`src/rtl/core/dpst_pkg.sv`:
```
// Shared types and constants of the decimal pair sum text engine.
// No dependencies; used by the interfaces' users, controller, datapath and top.
`default_nettype none

package dpst_pkg;

    // ASCII codes
    localparam logic [7:0] CH_0     = 8'h30;
    localparam logic [7:0] CH_9     = 8'h39;
    localparam logic [7:0] CH_NL    = 8'h0A;
    localparam logic [7:0] CH_MINUS = 8'h2D;

    // output character select
    typedef logic [1:0] t_out_sel;
    localparam t_out_sel SEL_MINUS = 2'd0;
    localparam t_out_sel SEL_DIGIT = 2'd1;
    localparam t_out_sel SEL_NL    = 2'd2;

    // decimal digits of 2^(w-1), the largest magnitude of a signed w-bit sum
    function automatic int ndig(input int w);
        return ((w - 1) * 30103) / 100000 + 1;
    endfunction

    typedef struct packed {
        logic     start_first;   // first_value <= digit
        logic     acc_first;     // first_value <= first_value*10 + digit
        logic     start_second;
        logic     acc_second;
        logic     clear_vals;
        logic     capture_sum;
        logic     load_mag;      // |sum| into shifter, BCD cleared
        logic     conv_step;     // one double-dabble step
        logic     next_digit;    // drop top BCD digit
        logic     out_load;
        t_out_sel out_sel;
    } t_cmd;

    typedef struct packed {
        logic in_digit;
        logic sum_neg;
        logic top_zero;
        logic out_free;
    } t_status;

endpackage

`default_nettype wire

```
`src/rtl/core/dpst_in_if.sv`:
```
// Input channel: character byte and end-of-stream flag with valid/ready.
// Standalone, no dependencies.
`default_nettype none

interface dpst_in_if;
    logic       valid;
    logic       ready;
    logic [7:0] char_byte;
    logic       end_of_stream;

    modport source (output valid, output char_byte, output end_of_stream, input ready);
    modport sink   (input valid, input char_byte, input end_of_stream, output ready);
endinterface

`default_nettype wire

```
`src/rtl/core/dpst_out_if.sv`:
```
// Output channel: one text character per request, last marks the newline.
// Standalone, no dependencies.
`default_nettype none

interface dpst_out_if;
    logic       valid;
    logic       ready;
    logic [7:0] out_byte;
    logic       last;

    modport source (output valid, output out_byte, output last, input ready);
    modport sink   (input valid, input out_byte, input last, output ready);
endinterface

`default_nettype wire

```
`src/rtl/core/dpst_dp.sv`:
```
// Datapath: accumulators, sum, double-dabble converter, output register.
// Depends on dpst_pkg.
`default_nettype none

module dpst_dp #(
    parameter int VALUE_WIDTH = 32
) (
    input  wire logic           i_clk,
    input  wire logic           i_rst_n,
    input  wire logic [7:0]     i_char_byte,
    input  wire dpst_pkg::t_cmd i_cmd,
    output dpst_pkg::t_status   o_stat,
    input  wire logic           i_out_ready,
    output logic                o_out_valid,
    output logic [7:0]          o_out_byte,
    output logic                o_out_last
);
    localparam int NDIG = dpst_pkg::ndig(VALUE_WIDTH);
    localparam int BW   = NDIG * 4;

    logic [VALUE_WIDTH-1:0] r_first, r_second, r_sum, r_bin;
    logic [BW-1:0]          r_bcd;
    logic [BW-1:0]          w_bcd_adj;
    logic [3:0]             w_d;
    logic [VALUE_WIDTH-1:0] w_d_ext;
    logic [3:0]             w_top;
    logic                   r_out_valid;
    logic [7:0]             r_out_byte;
    logic                   r_out_last;

    assign w_d     = 4'(i_char_byte - dpst_pkg::CH_0);
    assign w_d_ext = {{(VALUE_WIDTH-4){1'b0}}, w_d};
    assign w_top   = r_bcd[BW-1 -: 4];

    // add 3 to every BCD digit of 5 or more before the shift
    always_comb begin
        for (int i = 0; i < NDIG; i++) begin
            if (r_bcd[i*4 +: 4] >= 4'd5) begin
                w_bcd_adj[i*4 +: 4] = r_bcd[i*4 +: 4] + 4'd3;
            end else begin
                w_bcd_adj[i*4 +: 4] = r_bcd[i*4 +: 4];
            end
        end
    end

    always_ff @(posedge i_clk) begin
        if (!i_rst_n) begin
            r_first  <= '0;
            r_second <= '0;
        end else if (i_cmd.clear_vals) begin
            r_first  <= '0;
            r_second <= '0;
        end else begin
            if (i_cmd.start_first) begin
                r_first <= w_d_ext;
            end else if (i_cmd.acc_first) begin
                r_first <= (r_first << 3) + (r_first << 1) + w_d_ext;
            end
            if (i_cmd.start_second) begin
                r_second <= w_d_ext;
            end else if (i_cmd.acc_second) begin
                r_second <= (r_second << 3) + (r_second << 1) + w_d_ext;
            end
        end
    end

    always_ff @(posedge i_clk) begin
        if (i_cmd.capture_sum) begin
            r_sum <= r_first + r_second;
        end
        if (i_cmd.load_mag) begin
            r_bin <= r_sum[VALUE_WIDTH-1] ? (~r_sum) + 1'b1 : r_sum;
            r_bcd <= '0;
        end else if (i_cmd.conv_step) begin
            r_bin <= r_bin << 1;
            r_bcd <= {w_bcd_adj[BW-2:0], r_bin[VALUE_WIDTH-1]};
        end else if (i_cmd.next_digit) begin
            r_bcd <= r_bcd << 4;
        end
    end

    // output register
    always_ff @(posedge i_clk) begin
        if (!i_rst_n) begin
            r_out_valid <= 1'b0;
        end else if (i_cmd.out_load) begin
            r_out_valid <= 1'b1;
        end else if (i_out_ready) begin
            r_out_valid <= 1'b0;
        end
    end

    always_ff @(posedge i_clk) begin
        if (i_cmd.out_load) begin
            case (i_cmd.out_sel)
                dpst_pkg::SEL_MINUS: r_out_byte <= dpst_pkg::CH_MINUS;
                dpst_pkg::SEL_DIGIT: r_out_byte <= {4'h3, w_top};
                default:             r_out_byte <= dpst_pkg::CH_NL;
            endcase
            r_out_last <= (i_cmd.out_sel == dpst_pkg::SEL_NL);
        end
    end

    assign o_stat.in_digit = (i_char_byte >= dpst_pkg::CH_0) && (i_char_byte <= dpst_pkg::CH_9);
    assign o_stat.sum_neg  = r_sum[VALUE_WIDTH-1];
    assign o_stat.top_zero = (w_top == 4'd0);
    assign o_stat.out_free = !r_out_valid || i_out_ready;

    assign o_out_valid = r_out_valid;
    assign o_out_byte  = r_out_byte;
    assign o_out_last  = r_out_last;

endmodule

`default_nettype wire

```
`src/rtl/core/dpst_ctrl.sv`:
```
// Controller: parse phase tracking and sequencing of conversion and emission.
// Depends on dpst_pkg.
`default_nettype none

module dpst_ctrl #(
    parameter int VALUE_WIDTH = 32
) (
    input  wire logic              i_clk,
    input  wire logic              i_rst_n,
    input  wire logic              i_in_valid,
    input  wire logic              i_in_eos,
    output logic                   o_in_ready,
    input  wire dpst_pkg::t_status i_stat,
    output dpst_pkg::t_cmd         o_cmd
);
    localparam int NDIG = dpst_pkg::ndig(VALUE_WIDTH);
    localparam int CW   = $clog2(VALUE_WIDTH);
    localparam int DW   = $clog2(NDIG);

    localparam logic [2:0] S_IDLE   = 3'd0;
    localparam logic [2:0] S_ABS    = 3'd1;
    localparam logic [2:0] S_CONV   = 3'd2;
    localparam logic [2:0] S_SIGN   = 3'd3;
    localparam logic [2:0] S_DIGITS = 3'd4;
    localparam logic [2:0] S_NL     = 3'd5;

    localparam logic [1:0] PH_SKIP1 = 2'd0;
    localparam logic [1:0] PH_NUM1  = 2'd1;
    localparam logic [1:0] PH_SKIP2 = 2'd2;
    localparam logic [1:0] PH_NUM2  = 2'd3;

    logic [2:0]    r_state, n_state;
    logic [1:0]    r_phase, n_phase;
    logic [CW-1:0] r_cnt, n_cnt;
    logic [DW-1:0] r_dcnt, n_dcnt;
    logic          r_started, n_started;
    logic          w_last_digit;

    assign w_last_digit = (r_dcnt == DW'(NDIG - 1));

    always_comb begin
        n_state   = r_state;
        n_phase   = r_phase;
        n_cnt     = r_cnt;
        n_dcnt    = r_dcnt;
        n_started = r_started;
        o_cmd     = '0;
        o_in_ready = 1'b0;
        unique case (r_state)
            S_IDLE: begin
                o_in_ready = 1'b1;
                if (i_in_valid) begin
                    if (i_in_eos) begin
                        if (r_phase == PH_SKIP2 || r_phase == PH_NUM2) begin
                            o_cmd.capture_sum = 1'b1;
                            n_state = S_ABS;
                        end
                        o_cmd.clear_vals = 1'b1;
                        n_phase = PH_SKIP1;
                    end else begin
                        unique case (r_phase)
                            PH_SKIP1: begin
                                if (i_stat.in_digit) begin
                                    o_cmd.start_first = 1'b1;
                                    n_phase = PH_NUM1;
                                end
                            end
                            PH_NUM1: begin
                                if (i_stat.in_digit) begin
                                    o_cmd.acc_first = 1'b1;
                                end else begin
                                    n_phase = PH_SKIP2;
                                end
                            end
                            PH_SKIP2: begin
                                if (i_stat.in_digit) begin
                                    o_cmd.start_second = 1'b1;
                                    n_phase = PH_NUM2;
                                end
                            end
                            default: begin
                                if (i_stat.in_digit) begin
                                    o_cmd.acc_second = 1'b1;
                                end else begin
                                    o_cmd.capture_sum = 1'b1;
                                    o_cmd.clear_vals  = 1'b1;
                                    n_phase = PH_SKIP1;
                                    n_state = S_ABS;
                                end
                            end
                        endcase
                    end
                end
            end
            S_ABS: begin
                o_cmd.load_mag = 1'b1;
                n_cnt   = '0;
                n_state = S_CONV;
            end
            S_CONV: begin
                o_cmd.conv_step = 1'b1;
                n_cnt = r_cnt + 1'b1;
                if (r_cnt == CW'(VALUE_WIDTH - 1)) begin
                    n_state = S_SIGN;
                end
            end
            S_SIGN: begin
                n_dcnt    = '0;
                n_started = 1'b0;
                if (!i_stat.sum_neg) begin
                    n_state = S_DIGITS;
                end else if (i_stat.out_free) begin
                    o_cmd.out_load = 1'b1;
                    o_cmd.out_sel  = dpst_pkg::SEL_MINUS;
                    n_state = S_DIGITS;
                end
            end
            S_DIGITS: begin
                if (i_stat.top_zero && !r_started && !w_last_digit) begin
                    // leading zero: drop it without output
                    o_cmd.next_digit = 1'b1;
                    n_dcnt = r_dcnt + 1'b1;
                end else if (i_stat.out_free) begin
                    o_cmd.out_load   = 1'b1;
                    o_cmd.out_sel    = dpst_pkg::SEL_DIGIT;
                    o_cmd.next_digit = 1'b1;
                    n_started = 1'b1;
                    if (w_last_digit) begin
                        n_state = S_NL;
                    end else begin
                        n_dcnt = r_dcnt + 1'b1;
                    end
                end
            end
            S_NL: begin
                if (i_stat.out_free) begin
                    o_cmd.out_load = 1'b1;
                    o_cmd.out_sel  = dpst_pkg::SEL_NL;
                    n_state = S_IDLE;
                end
            end
            default: begin
                n_state = S_IDLE;
            end
        endcase
    end

    always_ff @(posedge i_clk) begin
        if (!i_rst_n) begin
            r_state   <= S_IDLE;
            r_phase   <= PH_SKIP1;
            r_cnt     <= '0;
            r_dcnt    <= '0;
            r_started <= 1'b0;
        end else begin
            r_state   <= n_state;
            r_phase   <= n_phase;
            r_cnt     <= n_cnt;
            r_dcnt    <= n_dcnt;
            r_started <= n_started;
        end
    end

endmodule

`default_nettype wire

```
`src/rtl/core/decimal_pair_sum_text_engine_top.sv`:
```
// Top level of the decimal pair sum text engine: controller plus datapath.
// Depends on dpst_pkg, dpst_in_if, dpst_out_if, dpst_ctrl, dpst_dp.
//
//  port   dir  payload                         request
//  i_in   in   char_byte[7:0], end_of_stream   one received character or close
//  o_out  out  out_byte[7:0], last             one text character of a sum
//
// A character that completes no pair is taken while the sequencer stays idle.
// A character that ends a pair (or a close after the first number) is followed by
// capture and magnitude load, one double-dabble step per bit, the sign, one step
// per BCD digit and the newline before the next request is taken.
// The output register lets the newline wait while the next request is taken.
// Reset is synchronous, active low; a stalled sink holds the sequencer.
`default_nettype none

module decimal_pair_sum_text_engine_top #(
    parameter int VALUE_WIDTH = 32
) (
    input  wire logic   i_clk,
    input  wire logic   i_rst_n,
    dpst_in_if.sink     i_in,
    dpst_out_if.source  o_out
);
    dpst_pkg::t_cmd    w_cmd;
    dpst_pkg::t_status w_stat;

    // phase tracking and sequencing
    dpst_ctrl #(
        .VALUE_WIDTH (VALUE_WIDTH)
    ) u_ctrl (
        .i_clk      (i_clk),
        .i_rst_n    (i_rst_n),
        .i_in_valid (i_in.valid),
        .i_in_eos   (i_in.end_of_stream),
        .o_in_ready (i_in.ready),
        .i_stat     (w_stat),
        .o_cmd      (w_cmd)
    );

    // accumulators, converter and output register
    dpst_dp #(
        .VALUE_WIDTH (VALUE_WIDTH)
    ) u_dp (
        .i_clk       (i_clk),
        .i_rst_n     (i_rst_n),
        .i_char_byte (i_in.char_byte),
        .i_cmd       (w_cmd),
        .o_stat      (w_stat),
        .i_out_ready (o_out.ready),
        .o_out_valid (o_out.valid),
        .o_out_byte  (o_out.out_byte),
        .o_out_last  (o_out.last)
    );

    // never overwrite a character the sink has not taken
    a_no_overwrite: assert property (@(posedge i_clk) disable iff (!i_rst_n)
        w_cmd.out_load |-> w_stat.out_free)
        else $error("output register overwritten");

    // a captured sum is always followed by the magnitude load
    a_capture_then_abs: assert property (@(posedge i_clk) disable iff (!i_rst_n)
        w_cmd.capture_sum |=> w_cmd.load_mag)
        else $error("sum capture not followed by magnitude load");

    // while taking requests no character is produced
    a_ready_quiet: assert property (@(posedge i_clk) disable iff (!i_rst_n)
        i_in.ready |-> !w_cmd.out_load && !w_cmd.conv_step)
        else $error("output activity while accepting input");

    // the newline leaves the sequencer ready for the next request
    a_nl_then_ready: assert property (@(posedge i_clk) disable iff (!i_rst_n)
        (w_cmd.out_load && w_cmd.out_sel == dpst_pkg::SEL_NL) |=> i_in.ready)
        else $error("not ready after newline");

endmodule

`default_nettype wire
```
`src/flat_wrapper.sv`:
```
// flat-port wrapper written by rule: the top's interface ports become plain ports
module decimal_pair_sum_text_engine_top_flat 
#(
    parameter int VALUE_WIDTH = 32
)
  (i_clk, i_rst_n, i_in_valid, i_in_char_byte, i_in_end_of_stream, i_in_ready, o_out_valid, o_out_out_byte, o_out_last, o_out_ready);
  dpst_in_if i_in_i ();
  dpst_out_if o_out_i ();
  input  wire logic i_clk;
  input  wire logic i_rst_n;
  input wire logic [$bits(i_in_i.valid)-1:0] i_in_valid;
  input wire logic [$bits(i_in_i.char_byte)-1:0] i_in_char_byte;
  input wire logic [$bits(i_in_i.end_of_stream)-1:0] i_in_end_of_stream;
  output wire logic [$bits(i_in_i.ready)-1:0] i_in_ready;
  output wire logic [$bits(o_out_i.valid)-1:0] o_out_valid;
  output wire logic [$bits(o_out_i.out_byte)-1:0] o_out_out_byte;
  output wire logic [$bits(o_out_i.last)-1:0] o_out_last;
  input wire logic [$bits(o_out_i.ready)-1:0] o_out_ready;
  assign i_in_i.valid = i_in_valid;
  assign i_in_i.char_byte = i_in_char_byte;
  assign i_in_i.end_of_stream = i_in_end_of_stream;
  assign i_in_ready = i_in_i.ready;
  assign o_out_valid = o_out_i.valid;
  assign o_out_out_byte = o_out_i.out_byte;
  assign o_out_last = o_out_i.last;
  assign o_out_i.ready = o_out_ready;
  decimal_pair_sum_text_engine_top #(.VALUE_WIDTH(VALUE_WIDTH)) u_core (.i_clk(i_clk), .i_rst_n(i_rst_n), .i_in(i_in_i), .o_out(o_out_i));
endmodule
```
`config.mk`:
```
export PLATFORM = sky130hd
export DESIGN_NAME = decimal_pair_sum_text_engine_top_flat
export DESIGN_NICKNAME = d
export VERILOG_FILES = /design/src/rtl/core/dpst_pkg.sv /design/src/rtl/core/dpst_in_if.sv /design/src/rtl/core/dpst_out_if.sv /design/src/rtl/core/dpst_dp.sv /design/src/rtl/core/dpst_ctrl.sv /design/src/rtl/core/decimal_pair_sum_text_engine_top.sv /design/src/flat_wrapper.sv
export SDC_FILE = /design/constraint.sdc
export NUM_CORES = 1
export LEC_CHECK = 0
export ABC_AREA = 1
export BUFFER_PORTS_ARGS = -buffer_cell sky130_fd_sc_hd__buf_2
export CAP_MARGIN = 20
export CORE_MARGIN = 2
export CORE_UTILIZATION = 60
export DETAILED_ROUTE_END_ITERATION = 16
export HOLD_SLACK_MARGIN = 0.03
export PLACE_DENSITY = 0.81
export SYNTH_ARGS = -nofsm -noshare
export SYNTH_HDL_FRONTEND = slang
export SYNTH_HIERARCHICAL = 1
export SYNTH_SLANG_ARGS = --single-unit
```
`constraint.sdc`:
```
create_clock -name i_clk -period 9.6 [get_ports i_clk]
set_clock_uncertainty 0.15 [all_clocks]
set_input_delay 0.96 -clock i_clk [delete_from_list [all_inputs] [get_ports i_clk]]
set_output_delay 0.96 -clock i_clk [all_outputs]
set_load 0.03 [all_outputs]
```
==> flow_summary.yaml, run 1 <==
setup_path:
  arrival_ps: 3510
  cp_common_cell: "nor2_1"
  r2r_start: "u_core/u_dp/r_bcd[36]"
  crit_path_end_kind: "flip-flop"
  cp_slowest_stage_delay_ps: 590
  ff2ff_setup_slack_ps: 6550
  cp.buffers_inverters: 4
  reg2reg_depth: 13
  rr_endpoint: "u_core/u_dp/r_bcd[25]"
  crit_type: "primary input to flip-flop"
  required_ps: 9770
  startpoint_type: "primary input"
  crit_chain: "buf_2 -> inv_1 -> nor2_1 -> nor4_1 -> nand2_1 -> nor3_1 -> nor2_1 -> inv_2 -> nor2_1 -> o21ai_0 -> inv_1"
  critPathMaxFanout: 25
  cpMaxStageDelayCell: "nor3_1"
  cpLargestDelayFamily: "simple AND/OR/NAND/NOR gates"
detailed_routing:
  vias_per_cell: 5.62
  dr_wl_met3_um: 1960
  wl_per_cell_um: 15.1
  drc: 0
  top_layer: "met4"
  wl_met2_um: 21000
  finalWirelength_um: 43300
  drt-met1-wl_um: 19000
  ant_nets: 0
  dr.first_iter.drc_count: 1338
  vias: 16100
  firstDrtPassIters: 6
grt:
  first_global_vias: 15300
  grt_max_degree: 66
  grt_overflow: 0
  grt_usage_pct: 30.8
  grt_pass1_wl_um: 72800
  antenna_found_initial: 0
sta:
  hold_violations: 0
  setup_viol: 0
  post-route-period-util_pct: 34.8
  setup_tns_ps: 0
  slew_headroom_pct: 46.5
  finalCriticalPeriod_ps: 3340
  whs_ps: 325
  fmax_mhz: 300
  rsz0062_at_grt: "no"
  slew_viol_final: 0
  tightest_slew_ps: 801
clock_tree:
  cts.clk_slew.worst_paths_ps: 80
  cts_setup_buffers: 0
  cts_buffers: 17
  cts_max_path_buffers: 2
  cts_root_buffer: "clkbuf_16"
  clkLatencyLatePin_ps: 450
  cts_tree: "yes"
  ctsHoldBuffers: 0
  htreeDepth: 4
  ctsResizeCount: 0
  numClockSinks: 191
power_and_ir_drop:
  p_leak_uw: 0.00940
  cellPowerDensity_nw_per_um2: 163
  vdd_ir_drop_max_mv: 0.111
synth:
  netlist_area_um2: 16600
  ys_seq_elements: 191
  postSynthCellCount: 2505
  yosys_warnings: 6
  synth-edff-count: 71
  synth_ff_type: "dfxtp_1"
  postSynth.asyncResetShare_pct: 0
  yosysUniqueCellTypes: 55
  syn-mean-instance-area_um2: 6.62
  ys_seq_area_share_pct: 27.4
place:
  gp_congestion: 0.977
  io_buffers: 21
  hpwl_um: 34200
layout:
  antenna_cells: 0
  area_growth_pct: 6.24
  drive_gt1_share_pct: 5.39
  nNetsFinal: 2704
  layout_commonest_cell: "nand2_1"
  final_cell_mix: "nand2_1 (664), inv_1 (389), nor2_1 (285)"
run:
  timing.max_cap.violations: 0
floorplanning:
  core_um2: 27000
  ios: 24
  die-area_um2: 29000
  die_y_um: 170
  rows: 60
  die_x_um: 170
  initial_core_util_pct: 61.3
min_path:
  hold_depth: 2
  worst_hold_path_type: "flip-flop to flip-flop"
  hp-start: "u_core/u_ctrl/r_cnt[4]"
  min_to: "u_core/u_ctrl/r_cnt[4]"
status:
  status: "complete, no violations"
==> worst max-delay path by stage <==
stage | cells after the start | end | slack [ps] | from
after floorplan | 8 | u_core/u_dp/r_sum[0] | 5340 | i_in_char_byte[3]
after global placement | 11 | u_core/u_dp/r_second[16] | 6100 | i_in_char_byte[3]
after detailed placement | 11 | u_core/u_dp/r_second[16] | 5960 | i_in_char_byte[3]
after CTS | 11 | u_core/u_dp/r_second[15] | 6370 | i_in_char_byte[3]
after global routing | 11 | u_core/u_dp/r_second[15] | 6120 | i_in_char_byte[3]
final | 11 | u_core/u_dp/r_second[14] | 6260 | i_in_char_byte[3]
==> report_power, final <==
part	internal, uW	leakage, uW	switching [uW]
Sequential	1070	0.00164	123
Combinational	315	0.00744	605
Clock	379	0.000314	380
Total	1760	0.00940	1110
==> metrics by stage <==
stage	total power, uW	area, um^2	setup slack [ps]	utilization (%)	std cells
2_1_floorplan	1900	16600	5340	-	2506
3_3_place_gp	2060	17000	6100	62.7	2830
3_5_place_dp	2110	17000	5960	62.7	2830
4_1_cts	2870	17600	6370	65.1	2862
5_1_grt	3060	17600	6120	65.1	2863
6_report	2870	17600	6260	65.1	2863
==> cells by family after synthesis <==
group,synth area share (%)
adders and majority gates,14.0
AOI/OAI and AO/OA,13.1
xor gates and xnor gates,4.33
DFF,27.4
and+or+nand+nor,30.8
buffers and inverters,10.4
other,0.0226
==> layout make-up <==
cell class | instances | area [um^2]
clock buffers | 18 | 450
clock inverters | 14 | 196
fillers | 2458 | 9420
inverters | 400 | 1500
multi-input cells | 1869 | 10300
flip-flops and latches | 191 | 4530
well taps | 341 | 427
repair buffers | 30 | 170
==> registers in the layout, summed over array words and instances (netlist names) <==
register,cells
u_core/u_ctrl/r_cnt,5
u_core/u_ctrl/r_state,3
u_core/u_dp/r_sum,32
u_core/u_dp/r_second,32
u_core/u_dp/r_first,32
u_core/u_dp/r_bin,32
u_core/u_dp/o_out_byte,6
u_core/u_ctrl/r_dcnt,4
u_core/u_dp/o_out_last,1
u_core/u_dp/o_out_valid,1
u_core/u_ctrl/r_phase,2
u_core/u_dp/r_bcd,40
u_core/u_ctrl/r_started,1
==> worst register-to-register path: cells and delay by family (launching register included) <==
family                     cells  cell delay (ps)
AOI/OAI and AO/OA              2              520
adders and majority gates      1              200
buffers and inverters          5              590
DFF                            1              350
and+or+nand+nor                5             1130
==> per-layer routing <==
layer	track usage [%]	up-vias
li1	-	8111
met1	38.1	7414
met2	55.1	475
met3	3.91	102
met4	10.9	0
met5	0	-
==> cells in the mapped netlist, types with 5 or more instances <==
cell,instances,area [um^2]
or2_2,7,43.8
nand3_2,6,60.1
o21a_1,5,37.5
nand3b_1,7,52.6
xor2_1,66,578
a21o_1,8,60.1
nor2_1,285,1070
nor2_4,7,78.8
nor2_2,9,56.3
fa_1,5,100
inv_1,389,1460
a221oi_1,11,96.3
nor3_1,23,115
nand2_2,14,87.6
dfxtp_1,120,2400
o221ai_1,6,52.6
a21oi_1,150,751
o21bai_1,6,45.0
a21oi_2,5,43.8
buf_2,13,65.1
a211oi_1,10,75.1
edfxtp_1,71,2130
o21ai_0,150,751
xnor2_1,16,140
o21ai_2,5,43.8
nand4_1,21,131
ha_1,177,2210
a31oi_1,9,56.3
nand2_1,664,2490
inv_2,9,33.8
o21ai_1,11,55.1
nand3_1,159,796
clkbuf_1,23,86.3
(Power assumes the default switching activity.)
==> run 2, diff against run 1 <==
--- a/config.mk
+++ b/config.mk
@@ -5,14 +5,14 @@
 export SDC_FILE = /design/constraint.sdc
 export NUM_CORES = 1
 export LEC_CHECK = 0
-export ABC_AREA = 1
+export ABC_AREA = 0
 export BUFFER_PORTS_ARGS = -buffer_cell sky130_fd_sc_hd__buf_2
 export CAP_MARGIN = 20
 export CORE_MARGIN = 2
 export CORE_UTILIZATION = 60
 export DETAILED_ROUTE_END_ITERATION = 16
 export HOLD_SLACK_MARGIN = 0.03
-export PLACE_DENSITY = 0.81
+export PLACE_DENSITY = 0.82
 export SYNTH_ARGS = -nofsm -noshare
 export SYNTH_HDL_FRONTEND = slang
 export SYNTH_HIERARCHICAL = 1
==> constraint.sdc (replaced) <==
create_clock -name i_clk -period 3.3 [get_ports i_clk]
set_clock_uncertainty 0.15 [all_clocks]
set_input_delay 0.33 -clock i_clk [delete_from_list [all_inputs] [get_ports i_clk]]
set_output_delay 0.33 -clock i_clk [all_outputs]
set_load 0.03 [all_outputs]
==> flow_summary.yaml, run 2 <==
status:
  status: "finished with violations"
  violations: "setup timing"
layout:
  drive_gt1_share_pct: 13.6
  nNetsFinal: 1891
  design_area_um2: 16400
  area_growth_pct: 12.9
  largest-register: "u_core/u_dp/r_bcd"
  layout_commonest_cell: "nor2_1"
  final_cell_mix: "nor2_1 (179), ha_1 (169), a21oi_1 (156)"
  largest_register_ffs: 40
  antenna_cells: 0
setup_path:
  crit_chain: "inv_2 -> fa_1 -> fa_2 -> nand2b_4 -> a211oi_4 -> a2111oi_4 -> a211oi_2 -> o32ai_2 -> o41ai_2 -> mux2i_1 -> a311o_1"
  crit_type: "flip-flop to flip-flop"
  critPathMaxFanout: 3
  cpMaxStageDelayCell: "fa_1"
  cpLargestDelayFamily: "compound AO/OA/AOI/OAI gates"
  cp_slowest_stage_delay_ps: 510
  required_ps: 3480
  crit_path_end_kind: "flip-flop"
  r2r_start: "u_core/u_dp/r_first[2]"
  startpoint_type: "flip-flop"
  arrival_ps: 3530
  critPathLaunch: "u_core/u_dp/r_first[2]"
  cp.buffers_inverters: 1
clock_tree:
  htreeDepth: 4
  cts_root_buffer: "clkbuf_16"
  cts.clk_slew.worst_paths_ps: 90
  cts_tree: "yes"
  clkLatencyLatePin_ps: 450
  cts_buffers: 17
  numClockSinks: 191
  cts_max_path_buffers: 2
sta:
  tightest_slew_ps: 742
  rsz0062_at_grt: "yes"
  slew_viol_final: 0
  setup_viol: 2
  hold_violations: 0
  finalCriticalPeriod_ps: 3350
  fmax_mhz: 299
  setup_tns_ps: -76.2
  post-route-period-util_pct: 101
  slew_headroom_pct: 50.5
  setup_ws_ps: -48.6
synth:
  synth_top_area_share_pct: 16.6
  syn-mean-instance-area_um2: 8.86
  yosysUniqueCellTypes: 85
  netlist_area_um2: 14500
  ys_seq_elements: 191
  yosys_warnings: 6
  postSynth.asyncResetShare_pct: 0
  synth_most_common_cell: "nor2_1"
  synth_ff_type: "dfxtp_1"
  synth-edff-count: 71
  synth.largest_area_cell: "dfxtp_1"
  synth_commonest_cells: "nor2_1 (179), ha_1 (177), a21oi_1 (162)"
  postSynthCellCount: 1635
  ys_seq_area_share_pct: 31.3
  synth.area.top_cells: "dfxtp_1 (17%), ha_1 (15%), edfxtp_1 (15%)"
place:
  hpwl_um: 24800
  place_area_um2: 15400
  dpl_worst_slack_ps: -431
  gp_congestion: 0.919
  io_buffers: 21
floorplanning:
  die_x_um: 159
  rows: 56
  initial_core_util_pct: 61.3
  die-area_um2: 25400
  die_y_um: 159
  core_um2: 23600
  ios: 24
power_and_ir_drop:
  p_leak_uw: 0.00711
  vdd_ir_drop_max_mv: 0.343
  cellPowerDensity_nw_per_um2: 409
detailed_routing:
  wl_per_cell_um: 16.9
  vias: 12500
  dr.first_iter.drc_count: 970
  vias_per_cell: 6.16
  finalWirelength_um: 34300
  drc: 0
  firstDrtPassIters: 6
  ant_nets: 0
grt:
  first_global_vias: 11900
  grt_usage_pct: 26.5
  grt_overflow: 0
  grt_pass1_wl_um: 56300
  antenna_found_initial: 0
  grt_max_degree: 101
run:
  timing.max_cap.violations: 0
min_path:
  worst_hold_path_type: "primary input to flip-flop"
  hp-start: "i_rst_n"
[run 2: changes by cell type after synthesis, sizes merged, moves of 20 or more]
cell / previous run / this run
xnor2: 16 / 64
nand2b: 0 / 20
mux2i: 0 / 38
nor2b: 0 / 23
a21o: 8 / 52
nor2: 301 / 179
nor3b: 1 / 25
nand2: 681 / 71
nand3: 165 / 32
clkbuf: 25 / 53
a211oi: 10 / 79
inv: 399 / 67
o21ai: 166 / 87
[run 2: final timing paths]
| kind | end | slack [ps] | depth (start not counted) |
|---|---|---|---|
| worst max register to register | u_core/u_dp/r_first[28] | -50 | 11 |
| worst max-delay path | u_core/u_dp/r_first[28] | -50 | 11 |
| worst min register to register | u_core/u_dp/r_bcd[0] | 350 | 2 |
| worst min-delay path | u_core/u_ctrl/r_cnt[3] | 40 | 2 |
[run 2: metrics by stage]
stage          utilization, %  std cells  hold WS [ps]  power [uW]
6_report                 69.3       2028          40.7        6690
5_1_grt                  69.3       2028          41.0        7070
4_1_cts                  68.2       2021          34.6        6700
3_5_place_dp             65.2       1985           330        4550
3_3_place_gp             65.2       1985           322        4480
2_1_floorplan               -       1636           298        4220
[run 2: area by class of cell]
type	instances	area, um^2
Multi-Input combinational cell	1306	9690
Fill cell	1775	7260
Sequential cell	191	4540
Timing Repair Buffer	113	852
Clock buffer	20	479
Tap cell	319	399
Inverter	67	251
Clock inverter	12	134
[run 2: logic make-up after synthesis]
family	synth area share, %
adders and majority gates	16.0
DFF	31.3
muxes	3.02
other	0.0259
buffers and inverters	4.03
and+or+nand+nor	16.0
xor gates and xnor gates	7.26
AOI/OAI and AO/OA	22.4
[run 2: where the power goes]
part | internal [uW] | total [uW] | switching [uW] | leakage, uW
sequential | 2730 | 3020 | 292 | 0.00163
clock | 1110 | 2150 | 1040 | 0.000299
combinational | 676 | 1530 | 850 | 0.00518
total | 4510 | 6690 | 2180 | 0.00711
[run 2: worst register-to-register path: cells and delay by family, from the launching register on]
family                   cells  cell delay, ps
AND/OR/NAND/NOR              1             160
adder cells (fa/ha/maj)      2             880
AO/OA/AOI/OAI                6            1530
multiplexers                 1             120
buffers and inverters        1              40
flip-flops                   1             350
[run 2: metal layers]
| layer | share of wire [%] | wire length [um] | track usage, % |
|---|---|---|---|
| met1 | 45 | 15500 | 35.1 |
| met2 | 48 | 16400 | 44.8 |
| met3 | 5.1 | 1730 | 3.15 |
| met5 | 0 | 0 | 0 |
| met4 | 2.0 | 695 | 8.93 |
[run 2: repair_timing]
| item | in CTS | in global routing |
|---|---|---|
| endpoints found under the setup margin | 20 | 26 |
| resized for setup | 15 | 44 |
| setup buffers | 3 | 7 |
| pin swaps | 18 | 41 |
| hold buffers | 1 | 0 |
| hold endpoints to repair | 1 | 0 |
==> run 3, diff against run 2 <==
--- a/config.mk
+++ b/config.mk
@@ -15,5 +15,4 @@
 export PLACE_DENSITY = 0.82
 export SYNTH_ARGS = -nofsm -noshare
 export SYNTH_HDL_FRONTEND = slang
-export SYNTH_HIERARCHICAL = 1
 export SYNTH_SLANG_ARGS = --single-unit
==> flow_summary.yaml, run 3 <==
status:
  status: "finished with violations"
  violations: "setup timing"
detailed_routing:
  ant_nets: 0
  finalWirelength_um: 33300
  firstDrtPassIters: 6
  vias: 12300
  dr.first_iter.drc_count: 970
  vias_per_cell: 6.14
  wl_per_cell_um: 16.6
  drc: 0
synth:
  postSynth.asyncResetShare_pct: 0
  syn-mean-instance-area_um2: 8.56
  synth.largest_area_cell: "dfxtp_1"
  synth.area.top_cells: "dfxtp_1 (17%), ha_1 (16%), edfxtp_1 (15%)"
  synth_commonest_cells: "a21oi_1 (186), ha_1 (177), nor2_1 (154)"
  ys_seq_area_share_pct: 32.6
  synth_most_common_cell: "a21oi_1"
  netlist_area_um2: 13900
  postSynthCellCount: 1624
  synth-edff-count: 71
  synth_ff_type: "dfxtp_1"
  yosysUniqueCellTypes: 67
  ys_seq_elements: 191
  yosys_warnings: 0
  synth_top_area_share_pct: 17.3
layout:
  nNetsFinal: 1905
  layout_commonest_cell: "a21oi_1"
  antenna_cells: 0
  largest_register_ffs: 40
  final_cells: 2008
  final_cell_mix: "a21oi_1 (178), ha_1 (171), nor2_1 (151)"
  drive_gt1_share_pct: 14.6
  largest-register: "u_core.u_dp.r_bcd"
  area_growth_pct: 15.8
sta:
  setup_viol: 16
  whs_ps: 82.9
  post-route-period-util_pct: 109
  finalCriticalPeriod_ps: 3610
  setup_ws_ps: -310
  tightest_slew_ps: 985
  hold_violations: 0
  rsz0062_at_grt: "yes"
  fmax_mhz: 277
  slew_viol_final: 0
  slew_headroom_pct: 33.6
place:
  dp_cells: 1961
  dpl_worst_slack_ps: -394
  gp_congestion: 0.921
  io_buffers: 21
  hpwl_um: 23300
power_and_ir_drop:
  p_leak_uw: 0.00706
  vdd_ir_drop_max_mv: 0.278
  cellPowerDensity_nw_per_um2: 358
grt:
  first_global_vias: 11900
  grt_overflow: 0
  antenna_found_initial: 0
  grt_max_degree: 104
  grt_usage_pct: 27.0
  grt_pass1_wl_um: 54800
clock_tree:
  cts.clk_slew.worst_paths_ps: 80
  cts_buffers: 17
  clkLatencyLatePin_ps: 460
  htreeDepth: 4
  numClockSinks: 191
  cts_tree: "yes"
  cts_max_path_buffers: 2
  cts_root_buffer: "clkbuf_16"
floorplanning:
  die-area_um2: 24400
  die_x_um: 156
  rows: 55
  core_um2: 22700
  initial_core_util_pct: 61.2
  ios: 24
  die_y_um: 156
setup_path:
  critPathMaxFanout: 5
  crit_type: "flip-flop to flip-flop"
  crit_path_end_kind: "flip-flop"
  required_ps: 3330
  arrival_ps: 3640
  startpoint_type: "flip-flop"
run:
  timing.max_cap.violations: 0
min_path:
  worst_hold_path_type: "primary input to flip-flop"
## run 3: cell families (layout without fill, tap and decap cells)
group / after synthesis / in the layout / synth area share [%]
DFF: 191 / 191 / 32.6
adders and majority gates: 182 / 182 / 16.7
muxes: 13 / 13 / 0.936
other: 1 / 2 / 0.0270
buffers and inverters: 133 / 231 / 3.65
xor gates and xnor gates: 121 / 121 / 7.62
AOI/OAI and AO/OA: 511 / 511 / 23.0
and+or+nand+nor: 472 / 472 / 15.5
## run 3: power by group
group	switching, uW	internal, uW
Combinational	446	375
Sequential	190	2560
Clock	1110	1090
Total	1740	4030
## run 3: final cells by class
| class | count | area [um^2] |
|---|---|---|
| flip-flops and latches | 191 | 4550 |
| inverters | 64 | 240 |
| multi-input cells | 1301 | 9320 |
| repair buffers | 135 | 993 |
| clock buffers | 18 | 450 |
| clock inverters | 14 | 195 |
| fillers | 1646 | 6610 |
| well taps | 285 | 357 |
## run 3: final timing paths
kind | startpoint | to | slack (ps) | cells past startpoint
min | i_in_char_byte[1] | u_core.u_dp.r_first[1] | 80 | 3
max reg2reg | u_core.u_dp.r_sum[8] | u_core.u_dp.r_bin[29] | -310 | 9
max | u_core.u_dp.r_sum[8] | u_core.u_dp.r_bin[29] | -310 | 9
min reg2reg | u_core.u_ctrl.r_cnt[3] | u_core.u_ctrl.r_cnt[3] | 320 | 1
## run 3: repair_timing
item	CTS	global route
pin swaps	29	47
hold endpoints to repair	4	0
setup buffers	8	6
cloned	0	0
setup endpoints to repair	36	43
hold buffers	2	0
resized for setup	38	60
## run 3: critical path: stages (launching register included)
cell and delay, ps:
edfxtp_1 390, or4_4 550, or3_4 350, or3_4 380, or2_4 240, or3_4 350
or3_4 410, o31ai_4 210, xor2_1 210, a21oi_1 100
## run 3: routing by layer
layer | part of all wire, % | vias to the layer above | track usage [%]
met5 | 0 | - | 0
li1 | - | 6075 | -
met3 | 4.2 | 66 | 4.13
met1 | 44 | 5883 | 33.5
met4 | 2.0 | 0 | 8.04
met2 | 50 | 304 | 48.5
## run 3: metrics by stage
stage / area [um^2] / util (%) / TNS [ps] / power, uW
2_1_floorplan: 13900 / - / -327 / 3400
3_3_place_gp: 14900 / 65.6 / -4710 / 3540
3_5_place_dp: 14900 / 65.6 / -6550 / 3600
4_1_cts: 15800 / 69.5 / -1440 / 5780
5_1_grt: 16100 / 70.9 / -4680 / 6030
6_report: 16100 / 70.9 / -2050 / 5770
